===== src/rtl/fba_pkg.sv =====
// ----------------------------------------------------------------------------
// fba_pkg
// Shared types and constants for the free block fifo allocator: word
// layouts of both channels, request modes and result status codes.
// ----------------------------------------------------------------------------
package fba_pkg;

  // fixed field widths of the channel words
  localparam int BLK_W  = 15;
  localparam int MODE_W = 2;
  localparam int STAT_W = 2;
  localparam int FILL_W = 7;

  // parameter defaults
  localparam int QUEUE_DEPTH_DEF = 64;
  localparam int BLOCK_BITS_DEF  = 15;

  // first block number that a format enqueues
  localparam logic [BLK_W-1:0] FIRST_FMT_BLOCK = BLK_W'(3);

  // request modes
  localparam logic [MODE_W-1:0] MODE_FREE  = 2'd0;
  localparam logic [MODE_W-1:0] MODE_ALLOC = 2'd1;
  localparam logic [MODE_W-1:0] MODE_FMT   = 2'd2;
  localparam logic [MODE_W-1:0] MODE_NOP   = 2'd3;

  // result status codes
  localparam logic [STAT_W-1:0] STAT_OK    = 2'd0;
  localparam logic [STAT_W-1:0] STAT_DUP   = 2'd1;
  localparam logic [STAT_W-1:0] STAT_EMPTY = 2'd2;
  localparam logic [STAT_W-1:0] STAT_FULL  = 2'd3;

  // request word
  typedef struct packed {
    logic [MODE_W-1:0] mode;
    logic [BLK_W-1:0]  block;
  } fba_in_t;

  // result word
  typedef struct packed {
    logic [BLK_W-1:0]  block_out;
    logic [STAT_W-1:0] status;
    logic [FILL_W-1:0] fill;
  } fba_out_t;

endpackage


===== src/rtl/free_block_fifo_allocator.sv =====
// ----------------------------------------------------------------------------
// free_block_fifo_allocator
// First-in first-out queue of free disc block numbers with duplicate
// rejection on free, pop on allocate and a refill sweep on format.
//
//   channel   ports                          word
//   -------   ----------------------------   ---------
//   request   in_valid / in_ready            fba_in_t
//   result    out_valid / out_ready          fba_out_t
//   config    cfg_wr_en / cfg_wr_data        total_blocks
//
// Free scans the queue and stops early on a hit: the scan reads one
// queued entry a cycle, checks it in one comparator. Allocate pops the
// head (or reports empty), format refills the store (one store write a
// cycle), an unused mode goes straight to the result; each then passes
// the result hand-off. One request is in work at a time; a new one is taken
// while the output register still holds the last result. Reset empties it.
// ----------------------------------------------------------------------------
module free_block_fifo_allocator
  import fba_pkg::*;
#(
  parameter int QUEUE_DEPTH = QUEUE_DEPTH_DEF,
  parameter int BLOCK_BITS  = BLOCK_BITS_DEF
) (
  input  logic             clk,
  input  logic             rst_n,
  input  logic             in_valid,
  output logic             in_ready,
  input  fba_in_t          in_data,
  output logic             out_valid,
  input  logic             out_ready,
  output fba_out_t         out_data,
  input  logic             cfg_wr_en,
  input  logic [BLK_W-1:0] cfg_wr_data
);

  localparam int PW = $clog2(QUEUE_DEPTH);

  logic [BLK_W-1:0]      total_blocks_r;
  logic                  out_valid_r;
  fba_out_t              out_data_r;
  logic                  res_valid;
  logic                  res_ready;
  fba_out_t              res_data;
  logic                  mem_we;
  logic [PW-1:0]         mem_waddr;
  logic [BLOCK_BITS-1:0] mem_wdata;
  logic                  mem_re;
  logic [PW-1:0]         mem_raddr;
  logic [BLOCK_BITS-1:0] mem_rdata;

  // configuration register
  always_ff @(posedge clk) begin
    if (!rst_n) begin
      total_blocks_r <= '0;
    end else if (cfg_wr_en) begin
      total_blocks_r <= cfg_wr_data;
    end
  end

  // output register, loads whenever it is empty or being drained
  assign res_ready = !out_valid_r || out_ready;

  always_ff @(posedge clk) begin
    if (!rst_n) begin
      out_valid_r <= 1'b0;
    end else if (res_ready) begin
      out_valid_r <= res_valid;
    end
  end

  always_ff @(posedge clk) begin
    if (res_ready && res_valid) begin
      out_data_r <= res_data;
    end
  end

  assign out_valid = out_valid_r;
  assign out_data  = out_data_r;

  // sequencer
  fba_ctrl #(
    .QUEUE_DEPTH (QUEUE_DEPTH),
    .BLOCK_BITS  (BLOCK_BITS)
  ) u_ctrl (
    .clk       (clk),
    .rst_n     (rst_n),
    .in_valid  (in_valid),
    .in_ready  (in_ready),
    .in_data   (in_data),
    .cfg_total (total_blocks_r),
    .res_valid (res_valid),
    .res_ready (res_ready),
    .res_data  (res_data),
    .mem_we    (mem_we),
    .mem_waddr (mem_waddr),
    .mem_wdata (mem_wdata),
    .mem_re    (mem_re),
    .mem_raddr (mem_raddr),
    .mem_rdata (mem_rdata)
  );

  // block number store
  fba_mem #(
    .DEPTH (QUEUE_DEPTH),
    .WIDTH (BLOCK_BITS)
  ) u_mem (
    .clk     (clk),
    .wr_en   (mem_we),
    .wr_addr (mem_waddr),
    .wr_data (mem_wdata),
    .rd_en   (mem_re),
    .rd_addr (mem_raddr),
    .rd_data (mem_rdata)
  );

endmodule


===== src/rtl/fba_mem.sv =====
// ----------------------------------------------------------------------------
// fba_mem
// Simple dual port block number store: one write port, one read port with
// registered read data.
// ----------------------------------------------------------------------------
module fba_mem #(
  parameter int DEPTH = 64,
  parameter int WIDTH = 15
) (
  input  logic                     clk,
  input  logic                     wr_en,
  input  logic [$clog2(DEPTH)-1:0] wr_addr,
  input  logic [WIDTH-1:0]         wr_data,
  input  logic                     rd_en,
  input  logic [$clog2(DEPTH)-1:0] rd_addr,
  output logic [WIDTH-1:0]         rd_data
);

  logic [WIDTH-1:0] mem [DEPTH];
  logic [WIDTH-1:0] rd_data_r;

  // write port
  always_ff @(posedge clk) begin
    if (wr_en) begin
      mem[wr_addr] <= wr_data;
    end
  end

  // read port, registered data in the cycle after the address
  always_ff @(posedge clk) begin
    if (rd_en) begin
      rd_data_r <= mem[rd_addr];
    end
  end

  assign rd_data = rd_data_r;

endmodule


===== src/rtl/fba_ctrl.sv =====
// ----------------------------------------------------------------------------
// fba_ctrl
// Request sequencer: holds the queue pointers and count, walks the queued
// entries through one shared comparator for the duplicate check, and
// writes one block per cycle during a format.
// ----------------------------------------------------------------------------
module fba_ctrl
  import fba_pkg::*;
#(
  parameter int QUEUE_DEPTH = QUEUE_DEPTH_DEF,
  parameter int BLOCK_BITS  = BLOCK_BITS_DEF
) (
  input  logic                           clk,
  input  logic                           rst_n,
  input  logic                           in_valid,
  output logic                           in_ready,
  input  fba_in_t                        in_data,
  input  logic [BLK_W-1:0]               cfg_total,
  output logic                           res_valid,
  input  logic                           res_ready,
  output fba_out_t                       res_data,
  output logic                           mem_we,
  output logic [$clog2(QUEUE_DEPTH)-1:0] mem_waddr,
  output logic [BLOCK_BITS-1:0]          mem_wdata,
  output logic                           mem_re,
  output logic [$clog2(QUEUE_DEPTH)-1:0] mem_raddr,
  input  logic [BLOCK_BITS-1:0]          mem_rdata
);

  localparam int PW = $clog2(QUEUE_DEPTH);
  localparam int CW = $clog2(QUEUE_DEPTH + 1);
  localparam logic [CW-1:0] CNT_FULL = CW'(QUEUE_DEPTH);
  localparam logic [PW-1:0] PTR_LAST = PW'(QUEUE_DEPTH - 1);

  typedef enum logic [4:0] {
    S_IDLE = 5'b00001,
    S_SCAN = 5'b00010,
    S_POP  = 5'b00100,
    S_FMT  = 5'b01000,
    S_DONE = 5'b10000
  } fba_state_t;

  fba_state_t state_r, state_nxt;
  logic [PW-1:0]         head_r, head_nxt;
  logic [PW-1:0]         tail_r, tail_nxt;
  logic [CW-1:0]         count_r, count_nxt;
  logic [PW-1:0]         scan_ptr_r, scan_ptr_nxt;
  logic [CW-1:0]         scan_cnt_r, scan_cnt_nxt;
  logic                  cmp_vld_r, cmp_vld_nxt;
  logic [BLOCK_BITS-1:0] blk_r, blk_nxt;
  logic [BLK_W-1:0]      fmt_blk_r, fmt_blk_nxt;
  logic [BLK_W-1:0]      lim_r, lim_nxt;
  logic [BLK_W-1:0]      got_r, got_nxt;
  logic [STAT_W-1:0]     status_r, status_nxt;

  logic [BLOCK_BITS-1:0] in_blk_bw;
  logic [BLOCK_BITS-1:0] fmt_blk_bw;
  logic [BLK_W-1:0]      rd_blk;
  logic [BLK_W-1:0]      cfg_lim;
  logic [FILL_W-1:0]     fill_w;
  logic                  hit;

  // pointer step with wrap at the queue depth
  function automatic logic [PW-1:0] wrap_inc(input logic [PW-1:0] p);
    if (p == PTR_LAST) begin
      return '0;
    end
    return p + 1'b1;
  endfunction

  // width adaption between word fields and the stored block width
  for (genvar i = 0; i < BLOCK_BITS; i++) begin : g_to_store
    if (i < BLK_W) begin : g_bit
      assign in_blk_bw[i]  = in_data.block[i];
      assign fmt_blk_bw[i] = fmt_blk_r[i];
    end else begin : g_zero
      assign in_blk_bw[i]  = 1'b0;
      assign fmt_blk_bw[i] = 1'b0;
    end
  end

  for (genvar i = 0; i < BLK_W; i++) begin : g_to_word
    if (i < BLOCK_BITS) begin : g_bit
      assign rd_blk[i]  = mem_rdata[i];
      assign cfg_lim[i] = cfg_total[i];
    end else begin : g_zero
      assign rd_blk[i]  = 1'b0;
      assign cfg_lim[i] = 1'b0;
    end
  end

  for (genvar i = 0; i < FILL_W; i++) begin : g_fill
    if (i < CW) begin : g_bit
      assign fill_w[i] = count_r[i];
    end else begin : g_zero
      assign fill_w[i] = 1'b0;
    end
  end

  // shared comparator of the duplicate scan
  assign hit = cmp_vld_r && (mem_rdata == blk_r);

  // sequencer
  always_comb begin
    state_nxt    = state_r;
    head_nxt     = head_r;
    tail_nxt     = tail_r;
    count_nxt    = count_r;
    scan_ptr_nxt = scan_ptr_r;
    scan_cnt_nxt = scan_cnt_r;
    cmp_vld_nxt  = cmp_vld_r;
    blk_nxt      = blk_r;
    fmt_blk_nxt  = fmt_blk_r;
    lim_nxt      = lim_r;
    got_nxt      = got_r;
    status_nxt   = status_r;
    mem_we       = 1'b0;
    mem_waddr    = tail_r;
    mem_wdata    = blk_r;
    mem_re       = 1'b0;
    mem_raddr    = scan_ptr_r;
    in_ready     = 1'b0;
    res_valid    = 1'b0;

    unique case (state_r)
      S_IDLE: begin
        in_ready = 1'b1;
        if (in_valid) begin
          blk_nxt    = in_blk_bw;
          got_nxt    = '0;
          status_nxt = STAT_OK;
          unique case (in_data.mode)
            MODE_FREE: begin
              scan_ptr_nxt = head_r;
              scan_cnt_nxt = '0;
              cmp_vld_nxt  = 1'b0;
              state_nxt    = S_SCAN;
            end
            MODE_ALLOC: begin
              if (count_r == '0) begin
                status_nxt = STAT_EMPTY;
                state_nxt  = S_DONE;
              end else begin
                mem_re    = 1'b1;
                mem_raddr = head_r;
                state_nxt = S_POP;
              end
            end
            MODE_FMT: begin
              head_nxt    = '0;
              tail_nxt    = '0;
              count_nxt   = '0;
              fmt_blk_nxt = FIRST_FMT_BLOCK;
              lim_nxt     = cfg_lim;
              state_nxt   = S_FMT;
            end
            MODE_NOP: begin
              state_nxt = S_DONE;
            end
            default: begin
              state_nxt = S_DONE;
            end
          endcase
        end
      end

      S_SCAN: begin
        if (hit) begin
          status_nxt = STAT_DUP;
          state_nxt  = S_DONE;
        end else if (scan_cnt_r == count_r) begin
          if (cmp_vld_r) begin
            // last compare came back clean, settle next cycle
            cmp_vld_nxt = 1'b0;
          end else if (count_r == CNT_FULL) begin
            status_nxt = STAT_FULL;
            state_nxt  = S_DONE;
          end else begin
            mem_we    = 1'b1;
            mem_waddr = tail_r;
            mem_wdata = blk_r;
            tail_nxt  = wrap_inc(tail_r);
            count_nxt = count_r + 1'b1;
            state_nxt = S_DONE;
          end
        end else begin
          mem_re       = 1'b1;
          mem_raddr    = scan_ptr_r;
          scan_ptr_nxt = wrap_inc(scan_ptr_r);
          scan_cnt_nxt = scan_cnt_r + 1'b1;
          cmp_vld_nxt  = 1'b1;
        end
      end

      S_POP: begin
        got_nxt   = rd_blk;
        head_nxt  = wrap_inc(head_r);
        count_nxt = count_r - 1'b1;
        state_nxt = S_DONE;
      end

      S_FMT: begin
        if ((fmt_blk_r < lim_r) && (count_r != CNT_FULL)) begin
          mem_we      = 1'b1;
          mem_waddr   = tail_r;
          mem_wdata   = fmt_blk_bw;
          tail_nxt    = wrap_inc(tail_r);
          count_nxt   = count_r + 1'b1;
          fmt_blk_nxt = fmt_blk_r + 1'b1;
        end else begin
          state_nxt = S_DONE;
        end
      end

      S_DONE: begin
        res_valid = 1'b1;
        if (res_ready) begin
          state_nxt = S_IDLE;
        end
      end

      default: begin
        state_nxt = S_IDLE;
      end
    endcase
  end

  // control state
  always_ff @(posedge clk) begin
    if (!rst_n) begin
      state_r    <= S_IDLE;
      head_r     <= '0;
      tail_r     <= '0;
      count_r    <= '0;
      scan_ptr_r <= '0;
      scan_cnt_r <= '0;
      cmp_vld_r  <= 1'b0;
    end else begin
      state_r    <= state_nxt;
      head_r     <= head_nxt;
      tail_r     <= tail_nxt;
      count_r    <= count_nxt;
      scan_ptr_r <= scan_ptr_nxt;
      scan_cnt_r <= scan_cnt_nxt;
      cmp_vld_r  <= cmp_vld_nxt;
    end
  end

  // request payload and result fields
  always_ff @(posedge clk) begin
    blk_r     <= blk_nxt;
    fmt_blk_r <= fmt_blk_nxt;
    lim_r     <= lim_nxt;
    got_r     <= got_nxt;
    status_r  <= status_nxt;
  end

  assign res_data.block_out = got_r;
  assign res_data.status    = status_r;
  assign res_data.fill      = fill_w;

endmodule


===== config.mk =====
export PLATFORM = sky130hd
export DESIGN_NAME = free_block_fifo_allocator
export DESIGN_NICKNAME = d
export VERILOG_FILES = /design/src/rtl/fba_pkg.sv /design/src/rtl/free_block_fifo_allocator.sv /design/src/rtl/fba_mem.sv /design/src/rtl/fba_ctrl.sv
export SDC_FILE = /design/constraint.sdc
export NUM_CORES = 2
export LEC_CHECK = 0
export ABC_AREA = 1
export BUFFER_PORTS_ARGS = -buffer_cell sky130_fd_sc_hd__buf_4
export CAP_MARGIN = 20
export CORE_MARGIN = 4
export CORE_UTILIZATION = 50
export DETAILED_ROUTE_END_ITERATION = 8
export GPL_TIMING_DRIVEN = 0
export PLACE_DENSITY = 0.65
export SLEW_MARGIN = 0
export SYNTH_ARGS = -nofsm -noshare
export SYNTH_HDL_FRONTEND = slang
export SYNTH_HIERARCHICAL = 1
export SYNTH_SLANG_ARGS = --single-unit
export TNS_END_PERCENT = 50

===== constraint.sdc =====
create_clock -name clk -period 4.7 [get_ports clk]
set_input_delay 0.705 -clock clk [delete_from_list [all_inputs] [get_ports clk]]
set_output_delay 0.705 -clock clk [all_outputs]
set_load 0.05 [all_outputs]

# Yosys cells after proc, flatten, opt, wreduce, memory -nomap -nowiden
# Memories as Yosys holds them, arrays and structs flattened. A register that Yosys moved wholly into a read port is not among the register bits.
# Cells that the tools add are included.
# op_classes
addsub	7
order_cmp	1
n_eq_ne	29
muxes	97
n_reduce_logical	23
# op_table
op	count
two-way mux 6 bit	22
two-way mux 15 bit	6
two-way mux 7 bit	11
one-hot mux 15 bit (2 select lines)	2
two-way mux 5 bit	7
two-way mux 1 bit	31
one-hot mux 7 bit (4 select lines)	1
one-hot mux 5 bit (5 select lines)	1
one-hot mux 6 bit (2 select lines)	2
one-hot mux 5 bit (4 select lines)	1
adder 6 x 1 -> 6 bit, second input constant	3
== test 6 bit, second input constant	3
!= test 2 bit, second input constant	9
one-hot mux 6 bit (3 select lines)	1
AND reduction 8 bit	2
adder 15 x 1 -> 15 bit, second input constant	1
== test 15 bit	1
less-than comparator 15 bit	1
AND reduction 5 bit	3
adder 7 x 1 -> 7 bit, second input constant	2
two-way mux 2 bit	7
one-hot mux 7 bit (2 select lines)	1
AND reduction 4 bit	2
== test 7 bit	1
other kinds (25)	36
# totals
register_bits	140
mem_bits_rw	960
inputBits	37
out_inout_bits	26
word_cells	175
memories	1
# mem_list
memory	words	width	rd	rd_clocked_by_memory_dff	wr	line	text
u_mem.mem	64	15	1	1	1	fba_mem.sv:19	logic [WIDTH-1:0] mem [DEPTH];

# Depth between registers and ports, before layout
# depth
depth_word	13
ltp_mapped	20
depth_no_buf	17

# By module
# Netlist, hierarchy kept.
# modules_own_cells
module	n_inst	cells_each	area_each_um2	seq_area_each_um2
fba_mem	1	3322	39487.9	29278.1
fba_ctrl	1	696	5609.1	2622.5
free_block_fifo_allocator	1	95	1281.2	1041.0

# Worst setup path after synthesis
# OpenSTA, ideal clock, no wires.
# synth_timing
kind	register -> register
startpoint	reg u_ctrl.fmt_blk_r[14], in the netlist u_ctrl/fmt_blk_bw[14]
endpoint	mem u_mem.mem[0][0], data pin
setup_ps	702
arrival_ps	3978
required_ps	3998
path_slack_ps	21
path_stages_with_launch	10
n_path_buf	1
period_less_slack_ps	4679
path_cell_list	edfxtp_1 > ha_1 > nand2_1 > inv_1 > nand2_1 > nand2_1 > a21oi_1 > nand4_1 > clkbuf_1 > o21ai_0
# synth_between
elab_chain_cells	4
# synth_rtl
element	line	text
start, declared	fba_ctrl.sv:51	logic [BLK_W-1:0] fmt_blk_r, fmt_blk_nxt;
start signal, assigned	fba_ctrl.sv:252	fmt_blk_r <= fmt_blk_nxt;
less-than comparator 15 bit	fba_ctrl.sv:203	if ((fmt_blk_r < lim_r) && (count_r != CNT_FULL)) begin
logical AND 1 bit	fba_ctrl.sv:203	
two-way mux 15 bit	fba_ctrl.sv:203	
two-way mux 15 bit	n/a	
via mem_wdata[0]	free_block_fifo_allocator.sv:47	logic [BLOCK_BITS-1:0] mem_wdata;
end, declared	fba_mem.sv:19	
# The timed path passes the listed nets, and every way through them passes these cells.

# Worst setup path after layout
# layout_timing
startpoint	reg u_ctrl.fmt_blk_r[14], in the netlist u_ctrl/fmt_blk_bw[14]
endpoint	mem u_mem.mem[11][10], enable pin
# layout_between
elab_chain_cells	6
# layout_rtl
element	line	text
less-than comparator 15 bit	fba_ctrl.sv:203	
logical AND 1 bit	fba_ctrl.sv:203	
two-way mux 1 bit	fba_ctrl.sv:203	
one-hot mux 1 bit (2 select lines)	fba_ctrl.sv:125	unique case (state_r)
via mem_we	free_block_fifo_allocator.sv:45	logic mem_we;
two-way mux 1 bit	fba_mem.sv:24	if (wr_en) begin
two-way mux 1 bit (implied by the code)	fba_mem.sv:25	mem[wr_addr] <= wr_data;
# The timed path passes the listed nets, and every way through them passes these cells.

==> metrics.md <==
| Metric | Value |
|---|---|
| Status | `complete, no violations` |
| Die width | `roughly 310 um` |
| Syn nets | `between 4000 and 5000` |
| Clock Tree Root | `clkbuf_16` |
| Tmin final | `between 4 and 5 ns` |
| Async set-reset flop share out of synthesis | `0` |
| Htree depth | `3` |
| Gpl congestion | `1.00` |
| Slowest-stage cell, CP | `nor2_1` |
| Synth Instances | `4113` |
| Hold endpoint | `u_ctrl/blk_r[1]$_DFFE_PP_` |
| DP HPWL | `~95 mm` |
| Setup Skew | `0.0340 ns` |
| Max VDD drop | `a little over 0.0003 V` |
| Routed Antenna Nets | `0` |
| End-of-flow core utilization | `0.589` |
| Initial Utilization | `0.505` |
| Hold Slack | `around 0.2 ns` |
| Unique masters post-synth | `between 40 and 50` |
| Cts hold-fix bufs | `0` |
| Num CTS Buffers | `112` |
| Crit start category | `register` |
| Share of cells above drive strength 1 | `0.132` |
| Synth top area share | `0.687` |
| DR vias | `32600` |
| First-pass GRT wire length | `between 150 and 200 mm` |
| Clk_lat worst skew | `~0.70 ns` |
| Initial DRT Pass Iterations | `8` |
| Hold Crit Class | `in2reg` |
| Seq pwr share | `0.518` |
| Crit Path Max Fanout | `10` |
| WS Path Type | `reg2reg` |
| Cell Int Power | `approximately 17 mW` |
| R2r worst-path depth | `13` |
| Flops & latches, synth | `1115` |
| CP required | `roughly 5.1 ns` |
| Fmax | `roughly 220 MHz` |
| Slew headroom | `0.339` |
| Worst slew pin tran | `slightly below 1 ns` |
| WL final | `~140 mm` |
| Gate power share | `0.066` |
| Crit-path cells | `ha_1, nand2_1, inv_1, nand2_1, nand2_1, a21oi_1, nand4_1, clkbuf_2, o21ai_1, clkbuf_1, nand2_1, nor2_1, buf_8` |
| DP Area | `a little over 50000 um^2` |
| TritonCTS clock tree | `yes` |
| Reg clk slew, reported paths | `around 0.06 ns` |
| R2r endpoint | `u_mem/mem[11][10]$_DFFE_PP_` |
| DIE AREA | `97700 um^2` |
| R2R Path Start | `u_ctrl/fmt_blk_bw[14]$_SDFFCE_PP0P_` |
| Min-delay src | `in_data[1]` |
| Commonest cells in the netlist | `1371 x nand2_1, 1061 x edfxtp_1, 866 x nand3_1` |
| Largest net degree at the start of global routing | `65` |
| I/O pin cnt | `between 60 and 70` |
| CP dominant cell by count | `nand2_1` |
| Design area | `54100 um^2` |
| Final Power | `~22 mW` |
| Syn Std Cell Area | `about 46000 um^2` |
| Fin. max-slew vios | `0` |
| Max-Cap Viols | `0` |
| Sequential area share after synthesis | `0.710` |
| Post-synth EDFFs | `about 1100` |
| Gr usage total | `0.274` |
| 1st-iter DRT viols | `4261` |
| Max incr delay on CP | `between 0.6 and 0.7 ns` |
| Fill count | `approximately 7300` |
| Worst hold path depth | `1` |
| Initial antenna violation count | `1` |
| Vias/cell | `5.69` |
| Cell Pwr Density | `slightly above 400 nW/um^2` |
| Die Span Y | `~310 um` |
| Clock network fraction of total power | `0.416` |
| Ys Warns | `6` |
| Placeable Area | `around 90000 um^2` |
| Leakage Power | `just under 20 nW` |
| Setup violators final | `0` |
| Vias in the first global route | `just over 30000` |
| Final #Nets | `approximately 4400` |
| CTS Buffer Depth | `3` |
| Setup TNS | `0 ns` |
| Area grow syn2layout | `16.7%` |
| Cell accounting for the most synthesized area | `edfxtp_1` |
| WL per Instance | `between 20 and 25 um` |
| DRC Markers | `0` |
| Largest cells by area after synthesis | `edfxtp_1 69%, nand2_1 11%, nand3_1 9.3%` |
| Switching Fraction | `0.224` |
| R2R Setup Slk | `~0.23 ns` |
| CP Data Arrival Time | `4.85 ns` |
| Port Buffer Count | `62` |
| Unrepaired setup endpoints after global routing | `no` |
| Synthesized area per cell | `~11 um^2` |
| Predominant post-synthesis flop cell | `edfxtp_1` |
| Final hold viol count | `0` |
| Psw | `~4.9 mW` |
| Sink Count | `~1100` |
| Diode count | `0` |
| Most frequent cell after synthesis | `nand2_1` |
| Floorplan row count | `~110` |
| Period utilization | `0.952` |
| CP endpoint kind | `register` |
| Global route overflow | `0` |
## sequential cells by signal, indices dropped and copies added (netlist names)
signal             cells
u_mem/mem            960
out_data              24
total_blocks_r        15
u_ctrl/blk_r          15
u_ctrl/fmt_blk_bw     15
u_ctrl/got_r          15
u_ctrl/lim_r          15
u_mem/rd_data         15
u_ctrl/count_r         7
u_ctrl/scan_cnt_r      7
u_ctrl/head_r          6
u_ctrl/scan_ptr_r      6
u_ctrl/tail_r          6
u_ctrl/state_r         5
u_ctrl/status_r        2
out_valid              1
u_ctrl/cmp_vld_r       1
## how the worst max path moves through the flow
| stage | endpoint | slack, ns | from | cells after the start |
|---|---|---|---|---|
| 3_5_place_dp | u_mem/rd_data[7]$_DFFE_PP_ | -0.65 | in_valid | 17 |
| 2_1_floorplan | u_mem/mem[0][0]$_DFFE_PP_ | 0.02 | u_ctrl/fmt_blk_bw[14]$_SDFFCE_PP0P_ | 9 |
| 4_1_cts | u_mem/rd_data[7]$_DFFE_PP_ | 0.02 | u_ctrl/state_r[2]$_SDFFE_PN0P_ | 17 |
| 6_report | u_mem/mem[11][10]$_DFFE_PP_ | 0.23 | u_ctrl/fmt_blk_bw[14]$_SDFFCE_PP0P_ | 13 |
| 3_3_place_gp | u_mem/mem[30][6]$_DFFE_PP_ | -6.25 | u_ctrl/fmt_blk_bw[14]$_SDFFCE_PP0P_ | 9 |
| 5_1_grt | u_mem/mem[11][7]$_DFFE_PP_ | 0.09 | u_ctrl/fmt_blk_bw[14]$_SDFFCE_PP0P_ | 13 |
## layer usage
metal | global-route usage | vias up | share of wire
li1 | - | 14900 | -
met2 | 0.415 | 1761 | 0.44
met4 | 0.118 | 0 | 0.046
met1 | 0.388 | 15600 | 0.40
met3 | 0.0548 | 305 | 0.11
met5 | 0 | - | 0
## through the flow
stage	worst slack (ns)	std cells
detailed placement	-0.653	5505
global placement	-6.25	5418
CTS	0.0232	5718
finish	0.228	5720
global route	0.0884	5720
floorplan	0.0205	4113
## critical path: cells and delay by family, from the launching register on
family	cells	cell delay, ns
AND/OR/NAND/NOR	6	1.64
buffers and inverters	4	1.06
AO/OA/AOI/OAI	2	0.64
flip-flops	1	0.47
adder cells (fa/ha/maj)	1	0.33
## power by group through the flow
stage               combinational (mW)  sequential [mW]  clock (mW)
global placement                  1.13             11.7           0
finish                            1.45             11.3        9.11
global route                      1.52             11.3        9.66
detailed placement                1.41             11.6           0
floorplan                        0.578             11.6           0
CTS                               1.41             11.3        9.21
## kinds of logic (layout without fill, tap and decap cells)
| family | count (synthesis) | count (layout) | synth area share |
|---|---|---|---|
| multiplexers | 3 | 3 | 0.000728 |
| AO/OA/AOI/OAI | 132 | 132 | 0.0149 |
| flip-flops | 1115 | 1115 | 0.710 |
| adder cells (fa/ha/maj) | 20 | 20 | 0.00540 |
| AND/OR/NAND/NOR | 2461 | 2461 | 0.227 |
| XOR/XNOR | 25 | 25 | 0.00472 |
| buffers and inverters | 357 | 721 | 0.0374 |
## what timing repair did
item                       CTS  global route
resized for setup            3            13
pin swaps                    0             1
hold endpoints to repair     0             0
cloned                       0             0
setup buffers                0             2
setup endpoints to repair   15           186
## placed cells by master (no fill, tap or decap), types with 5 or more instances in the layout
master,n
o21ai_1,6
o21ai_4,12
buf_4,98
buf_2,122
inv_1,115
buf_1,10
xor2_1,21
nor2_4,6
clkinv_1,17
bufinv_16,14
clkinvlp_4,6
clkbuf_16,115
nor2_2,53
inv_2,13
dfxtp_1,54
ha_1,20
nor3_1,17
buf_6,24
a21oi_1,53
nand2_1,1371
clkbuf_8,6
edfxtp_1,1061
buf_8,31
nand3_1,866
buf_16,24
o21ai_0,48
clkinv_8,5
clkinv_2,19
nor2_1,114
buf_12,16
nand4_1,11
clkbuf_1,80
## cell type report
type,instances,area [um^2],area share
multi-input cells,2641,12000,0.222
well taps,1243,1560,0.0287
plain buffers,227,1250,0.0231
flip-flops and latches,1115,32900,0.609
clock inverters,62,724,0.0134
repair buffers,151,2050,0.0379
inverters,130,488,0.00902
clock buffers,151,3070,0.0568
No activity file was read; power rests on OpenSTA's default activity.
